### src/rtl/dthc_pkg.sv
package dthc_pkg;

    // Field and port widths.
    localparam int LEVEL_W     = 18;
    localparam int LEVEL_TDATA = 24;
    localparam int RANGE_W     = 10;
    localparam int CHAN_W      = 8;
    localparam int NUM_CHAN    = 3;
    localparam int PIXEL_W     = CHAN_W * NUM_CHAN;

    // Fixed-point position: 10 fractional bits, index in the bits above.
    localparam int FRAC_BITS   = 10;
    localparam int POS_W       = 15;
    localparam int IDX_W       = POS_W - FRAC_BITS;
    localparam int PROD_NUM_W  = 24;
    localparam int PAL_LEN     = 19;

    // Divider layout: the quotient bits are spread over the divider stages.
    localparam int DIV_STEPS   = 3;
    localparam int DIV_STAGES  = POS_W / DIV_STEPS;

    localparam logic [RANGE_W-1:0] RANGE_RESET = RANGE_W'(180);

    // One pixel, red in the lowest byte.
    typedef logic [NUM_CHAN-1:0][CHAN_W-1:0] rgb_t;

    // Item as it travels through the divider stages.
    typedef struct packed {
        logic [RANGE_W-1:0] rem;
        logic [POS_W-1:0]   num;
        logic [POS_W-1:0]   quo;
        logic               white;
        logic               black;
    } div_t;

    // Heat palette, from white at 0 dB down to black at the floor.
    function automatic rgb_t pal_rgb(input logic [IDX_W-1:0] idx);
        rgb_t c;
        unique case (idx)
            5'd0:    c = {8'd255, 8'd255, 8'd255};
            5'd1:    c = {8'd216, 8'd254, 8'd240};
            5'd2:    c = {8'd185, 8'd251, 8'd242};
            5'd3:    c = {8'd143, 8'd245, 8'd253};
            5'd4:    c = {8'd102, 8'd200, 8'd253};
            5'd5:    c = {8'd66,  8'd144, 8'd252};
            5'd6:    c = {8'd32,  8'd75,  8'd252};
            5'd7:    c = {8'd41,  8'd28,  8'd237};
            5'd8:    c = {8'd64,  8'd3,   8'd214};
            5'd9:    c = {8'd101, 8'd3,   8'd183};
            5'd10:   c = {8'd122, 8'd3,   8'd157};
            5'd11:   c = {8'd126, 8'd3,   8'd122};
            5'd12:   c = {8'd110, 8'd2,   8'd80};
            5'd13:   c = {8'd89,  8'd2,   8'd45};
            5'd14:   c = {8'd70,  8'd2,   8'd19};
            5'd15:   c = {8'd53,  8'd3,   8'd1};
            5'd16:   c = {8'd37,  8'd3,   8'd1};
            5'd17:   c = {8'd19,  8'd2,   8'd1};
            default: c = '0;
        endcase
        return c;
    endfunction

endpackage

### src/rtl/dthc_div_stage.sv
// One stage of the restoring divider: brings in DIV_STEPS numerator bits,
// produces as many quotient bits, and registers the partial result.
module dthc_div_stage (
    input  logic                      aclk,
    input  logic                      en,
    input  logic [dthc_pkg::RANGE_W-1:0] rng,
    input  dthc_pkg::div_t            d_in,
    output dthc_pkg::div_t            d_out
);
    import dthc_pkg::*;

    div_t             d_reg;
    div_t             d_next;
    logic [RANGE_W:0] trial;

    // Shift-compare-subtract, one quotient bit per step.
    always_comb begin
        d_next = d_in;
        trial  = '0;
        for (int k = 0; k < DIV_STEPS; k++) begin
            trial      = {d_next.rem, d_next.num[POS_W-1]};
            d_next.num = {d_next.num[POS_W-2:0], 1'b0};
            if (trial >= {1'b0, rng}) begin
                d_next.rem = RANGE_W'(trial - {1'b0, rng});
                d_next.quo = {d_next.quo[POS_W-2:0], 1'b1};
            end else begin
                d_next.rem = trial[RANGE_W-1:0];
                d_next.quo = {d_next.quo[POS_W-2:0], 1'b0};
            end
        end
    end

    always_ff @(posedge aclk) begin
        if (en) begin
            d_reg <= d_next;
        end
    end

    assign d_out = d_reg;

endmodule

### src/rtl/db_to_heat_colour_map_unit.sv
// Channel  | Ports                          | Payload (lowest bit first)
// ---------+--------------------------------+--------------------------------
// input    | s_tvalid, s_tready, s_tdata    | level_db[17:0], zeros[23:18]
// result   | m_tvalid, m_tready, m_tdata    | red[7:0], green[15:8], blue[23:16]
// config   | cfg_wr_en, cfg_wr_data         | dynamic_range_db[9:0]
//
// One item per clock while the result side keeps taking items; a stalled output holds the flow.
// The pipeline holds the five divider stages, three quotient bits each,
// plus magnitude, scaling, palette, multiply and output stages.
// Reset (synchronous, active low) empties the pipeline and loads a range of 180.
// A stalled output holds only the stages behind it that are full; empty stages
// keep taking items, so bubbles are squeezed out before the input stalls.
module db_to_heat_colour_map_unit (
    input  logic        aclk,
    input  logic        aresetn,
    input  logic        s_tvalid,
    output logic        s_tready,
    input  logic [23:0] s_tdata,     // level_db[17:0], zero padding [23:18]
    output logic        m_tvalid,
    input  logic        m_tready,
    output logic [23:0] m_tdata,     // red[7:0], green[15:8], blue[23:16]
    input  logic        cfg_wr_en,
    input  logic [9:0]  cfg_wr_data
);
    import dthc_pkg::*;

    localparam int NSTG    = DIV_STAGES + 5;
    localparam int ST_DIV  = 2;
    localparam int ST_PAL  = ST_DIV + DIV_STAGES;
    localparam int ST_MUL  = ST_PAL + 1;
    localparam int ST_OUT  = ST_MUL + 1;

    // Range register and the values derived from it.
    logic [RANGE_W-1:0] range_reg;
    logic [RANGE_W-1:0] rng;
    logic [POS_W-1:0]   rng18;

    // Pipeline control.
    logic [NSTG-1:0] vld_reg;
    logic [NSTG-1:0] adv;

    // Stage payloads.
    logic               neg_reg;
    logic [LEVEL_W-1:0] mag_reg;
    logic [PROD_NUM_W-1:0] prod_num;
    div_t               div_in_reg;
    div_t               div_bus [DIV_STAGES+1];
    rgb_t               pa_reg;
    rgb_t               pb_reg;
    logic [FRAC_BITS-1:0] frac_reg;
    logic [NUM_CHAN-1:0][CHAN_W+FRAC_BITS:0] wa_reg;
    logic [NUM_CHAN-1:0][CHAN_W+FRAC_BITS-1:0] wb_reg;
    rgb_t               out_reg;
    rgb_t               out_next;
    rgb_t               pa_next;
    rgb_t               pb_next;
    logic [FRAC_BITS-1:0] frac_next;
    logic [LEVEL_W-1:0] level;
    logic [CHAN_W+FRAC_BITS:0] blend_sum [NUM_CHAN];

    // Configuration write.
    always_ff @(posedge aclk) begin
        if (!aresetn) begin
            range_reg <= RANGE_RESET;
        end else if (cfg_wr_en) begin
            range_reg <= cfg_wr_data;
        end
    end

    // A range of zero behaves as one; 18 * range marks the black limit.
    assign rng   = (range_reg == '0) ? RANGE_W'(1) : range_reg;
    assign rng18 = POS_W'({rng, 4'b0}) + POS_W'({rng, 1'b0});

    // A stage moves on when it is empty or the stage after it moves on.
    always_comb begin
        adv[NSTG-1] = !vld_reg[NSTG-1] || m_tready;
        for (int i = NSTG - 2; i >= 0; i--) begin
            adv[i] = !vld_reg[i] || adv[i+1];
        end
    end

    assign s_tready = adv[0];

    // Valid bits travel with the items.
    always_ff @(posedge aclk) begin
        if (!aresetn) begin
            vld_reg <= '0;
        end else begin
            if (adv[0]) begin
                vld_reg[0] <= s_tvalid;
            end
            for (int i = 1; i < NSTG; i++) begin
                if (adv[i]) begin
                    vld_reg[i] <= vld_reg[i-1];
                end
            end
        end
    end

    // Stage 0: sign and magnitude of the level.
    assign level = s_tdata[LEVEL_W-1:0];

    always_ff @(posedge aclk) begin
        if (adv[0]) begin
            neg_reg <= level[LEVEL_W-1];
            mag_reg <= LEVEL_W'(~level + LEVEL_W'(1));
        end
    end

    // Stage 1: scale by 72 and decide black before dividing.
    assign prod_num = PROD_NUM_W'({mag_reg, 6'b0}) + PROD_NUM_W'({mag_reg, 3'b0});

    always_ff @(posedge aclk) begin
        if (adv[1]) begin
            div_in_reg.rem   <= RANGE_W'(prod_num[PROD_NUM_W-1:POS_W]);
            div_in_reg.num   <= prod_num[POS_W-1:0];
            div_in_reg.quo   <= '0;
            div_in_reg.white <= !neg_reg;
            div_in_reg.black <= ({1'b0, prod_num[PROD_NUM_W-1:FRAC_BITS]} >= rng18);
        end
    end

    // Divider stages.
    assign div_bus[0] = div_in_reg;

    for (genvar g = 0; g < DIV_STAGES; g++) begin : g_div
        dthc_div_stage u_div (
            .aclk  (aclk),
            .en    (adv[ST_DIV+g]),
            .rng   (rng),
            .d_in  (div_bus[g]),
            .d_out (div_bus[g+1])
        );
    end

    // Palette stage: pick the two entries around the position.
    always_comb begin
        if (div_bus[DIV_STAGES].white) begin
            pa_next   = pal_rgb('0);
            pb_next   = pal_rgb('0);
            frac_next = '0;
        end else if (div_bus[DIV_STAGES].black) begin
            pa_next   = pal_rgb(IDX_W'(PAL_LEN - 1));
            pb_next   = pal_rgb(IDX_W'(PAL_LEN - 1));
            frac_next = '0;
        end else begin
            pa_next   = pal_rgb(div_bus[DIV_STAGES].quo[POS_W-1:FRAC_BITS]);
            pb_next   = pal_rgb(IDX_W'(div_bus[DIV_STAGES].quo[POS_W-1:FRAC_BITS] + 1'b1));
            frac_next = div_bus[DIV_STAGES].quo[FRAC_BITS-1:0];
        end
    end

    always_ff @(posedge aclk) begin
        if (adv[ST_PAL]) begin
            pa_reg   <= pa_next;
            pb_reg   <= pb_next;
            frac_reg <= frac_next;
        end
    end

    // Multiply stage: weight both entries of each channel.
    always_ff @(posedge aclk) begin
        if (adv[ST_MUL]) begin
            for (int c = 0; c < NUM_CHAN; c++) begin
                wa_reg[c] <= (CHAN_W+FRAC_BITS+1)'(pa_reg[c])
                           * (CHAN_W+FRAC_BITS+1)'((FRAC_BITS+1)'(1 << FRAC_BITS)
                                                   - {1'b0, frac_reg});
                wb_reg[c] <= (CHAN_W+FRAC_BITS)'(pb_reg[c])
                           * (CHAN_W+FRAC_BITS)'(frac_reg);
            end
        end
    end

    // Output stage: sum, round to nearest with halves up.
    always_comb begin
        for (int c = 0; c < NUM_CHAN; c++) begin
            blend_sum[c] = wa_reg[c] + {1'b0, wb_reg[c]}
                         + (CHAN_W+FRAC_BITS+1)'(1 << (FRAC_BITS - 1));
            out_next[c]  = blend_sum[c][FRAC_BITS +: CHAN_W];
        end
    end

    always_ff @(posedge aclk) begin
        if (adv[ST_OUT]) begin
            out_reg <= out_next;
        end
    end

    assign m_tvalid = vld_reg[ST_OUT];
    assign m_tdata  = out_reg;

endmodule

### config.mk
export PLATFORM = sky130hd
export DESIGN_NAME = db_to_heat_colour_map_unit
export DESIGN_NICKNAME = d
export VERILOG_FILES = /design/src/rtl/dthc_pkg.sv /design/src/rtl/dthc_div_stage.sv /design/src/rtl/db_to_heat_colour_map_unit.sv
export SDC_FILE = /design/constraint.sdc
export NUM_CORES = 2
export LEC_CHECK = 0
export BUFFER_PORTS_ARGS = -buffer_cell sky130_fd_sc_hd__buf_2
export CAP_MARGIN = 10
export CORE_AREA = 2 2 382 346
export CTS_CLUSTER_SIZE = 25
export DETAILED_ROUTE_END_ITERATION = 8
export DIE_AREA = 0 0 384 348
export MAX_ROUTING_LAYER = met4
export PLACE_DENSITY = 0.6
export SLEW_MARGIN = 0
export SYNTH_ARGS = -nofsm -noshare
export SYNTH_HDL_FRONTEND = slang
export SYNTH_HIERARCHICAL = 1
export SYNTH_SLANG_ARGS = --single-unit
### constraint.sdc
create_clock -name aclk -period 7.7 [get_ports aclk]
set_clock_uncertainty 0.15 [all_clocks]
set_input_delay 2.31 -clock aclk [delete_from_list [all_inputs] [get_ports aclk]]
set_output_delay 2.31 -clock aclk [all_outputs]
set_load 0.02 [all_outputs]
==> metrics.cfg <==
[logic_synthesis]
yosysWarnings=6
synth_cells=4387
netlist_area_sq_um=42300
postSynthAreaPerCell_sq_um=9.65

[route]
viasPerCell=5.01
drt_iter0_drc=2032
ant_nets=0
wl_per_cell_microns=16.2
drt_pre_antenna_iters=6
vias=30900
wirelength_microns=99800
route.detailed.drc=0

[die]
start_util_pct=32.6
die_area_sq_um=134000
rows=126
die_y_microns=348
core_sq_um=130000
io_pins=65
die_w_microns=384

[timing]
finalCritPeriodShare_pct=94.7
finalHoldViolations=0
relSlewSlack_pct=22.8
rsz0062_at_grt=no
maxSlewViolCount=0
worstMarginPinSlew_ps=1150
min_period_ps=7290
fin_setup_tns_ps=0
fmax_ghz=0.137
finalSetupViolations=0

[worst_setup_path]
worstPathRequired_ps=7880
path_class=reg2reg
crit_family=simple AND/OR/NAND/NOR gates
r2r-start=range_reg[6]
critical_path_arrival_ps=7480
crit_fanout=12
endpoint_kind=register
crit_path_start_kind=register
r2r-end=g_div[1].u_div/d_out[38]
r2r_slack_ps=410
cp_slowest_cell=or4b_2
critPathMaxStageDelay_ps=620
path_buf_inv=3
crit_top_cell=ha_1
reg2reg_depth=27
timing.critical_path.from=range_reg[6]

[layout]
largest_register_ffs=125
drive_gt1_share_pct=8.55
final_nets=5277
diodes=0
area_growth_pct=9.31

[worst_hold_path]
hold_class=reg2reg
hold_path_depth=0
hold_end=g_div[4].u_div/d_out[0]
hold_start=g_div[3].u_div/d_out[0]

[global_routing]
antenna_found_initial=1
grt_pass1_vias=30700
track_usage_pct=15.4
grt_start_max_net_pins=57
grt_pass1_wl_microns=163000
grt_overflow=0

[job]
drv_cap=0

[cts]
numCtsBuffers=46
hold_buffers=0
cts_sinks=375
postCtsSetupBuffers=0
htree_levels=2
clock_path_buffers=3
cts_tree=yes
clk_latency_ps=640
cts-root-buf=clkbuf_16
clkTransAtPathRegs_ps=60

[place]
port_buffers=58
gp_congestion=0.906
dpl.hpwl_microns=77700

[run_status]
status=finished clean

how the worst max path moves through the flow:
stage,end,slack (ps),cells past startpoint
2_1_floorplan,g_div[0].u_div/d_out[41],970,28
3_3_place_gp,g_div[1].u_div/d_out[40],440,26
3_5_place_dp,g_div[1].u_div/d_out[38],450,27
4_1_cts,g_div[1].u_div/d_out[38],390,27
5_1_grt,g_div[1].u_div/d_out[38],50,27
6_report,g_div[1].u_div/d_out[38],410,27
per-stage QoR:
| stage | utilization [%] | hold slack (ps) | setup WS, ps | cells | instance area, sq um |
|---|---|---|---|---|---|
| floorplan | - | 250 | 966 | 4391 | 42400 |
| global placement | 34.3 | 251 | 443 | 6075 | 44600 |
| detailed placement | 34.3 | 255 | 450 | 6075 | 44600 |
| CTS | 35.6 | 224 | 386 | 6161 | 46300 |
| global route | 35.6 | 244 | 50.3 | 6161 | 46300 |
| finish | 35.6 | 229 | 405 | 6161 | 46300 |
cells in the final DEF, fill, tap and decap left out, drive strengths merged, types with 21 or more instances in the layout:
cell type and n:
mux2i 35, inv 631, o311ai 24, nor2 185, o21ai 170, xor2 67
buf 138, mux2 31, a211oi 30, xnor2 170, ha 523, and2 339
nand4 68, a21o 64, o31ai 31, o221ai 28, nand3 51, o211ai 33
a21oi 191, and3 43, or3 24, nor2b 55, nor3 62, clkinv 21
a31oi 23, fa 320, clkbuf 52, edfxtp 355, nand2b 37, nand2 345
o21a 36
repair_timing:
action | CTS | global route
endpoints found under the hold margin | 0 | 0
endpoints found under the setup margin | 0 | 9
resized for setup | 0 | 2
per-layer routing:
layer	vias to the layer above	wire (microns)	global-route usage, %
li1	15100	-	-
met1	15000	47000	21.0
met2	655	45300	24.1
met3	159	4360	1.75
met4	0	3090	4.57
met5	-	0	-
final cells by class:
class / instances / area [sq um]
Clock buffer: 52 / 1170
Clock inverter: 34 / 465
Fill cell: 13200 / 83800
Inverter: 630 / 2370
Multi-Input combinational cell: 3204 / 28100
Sequential cell: 375 / 11100
Tap cell: 1728 / 2160
Timing Repair Buffer: 138 / 941
Power is not shown: default switching activity piles up to over one toggle a cycle in this logic, so the estimate is an artifact.
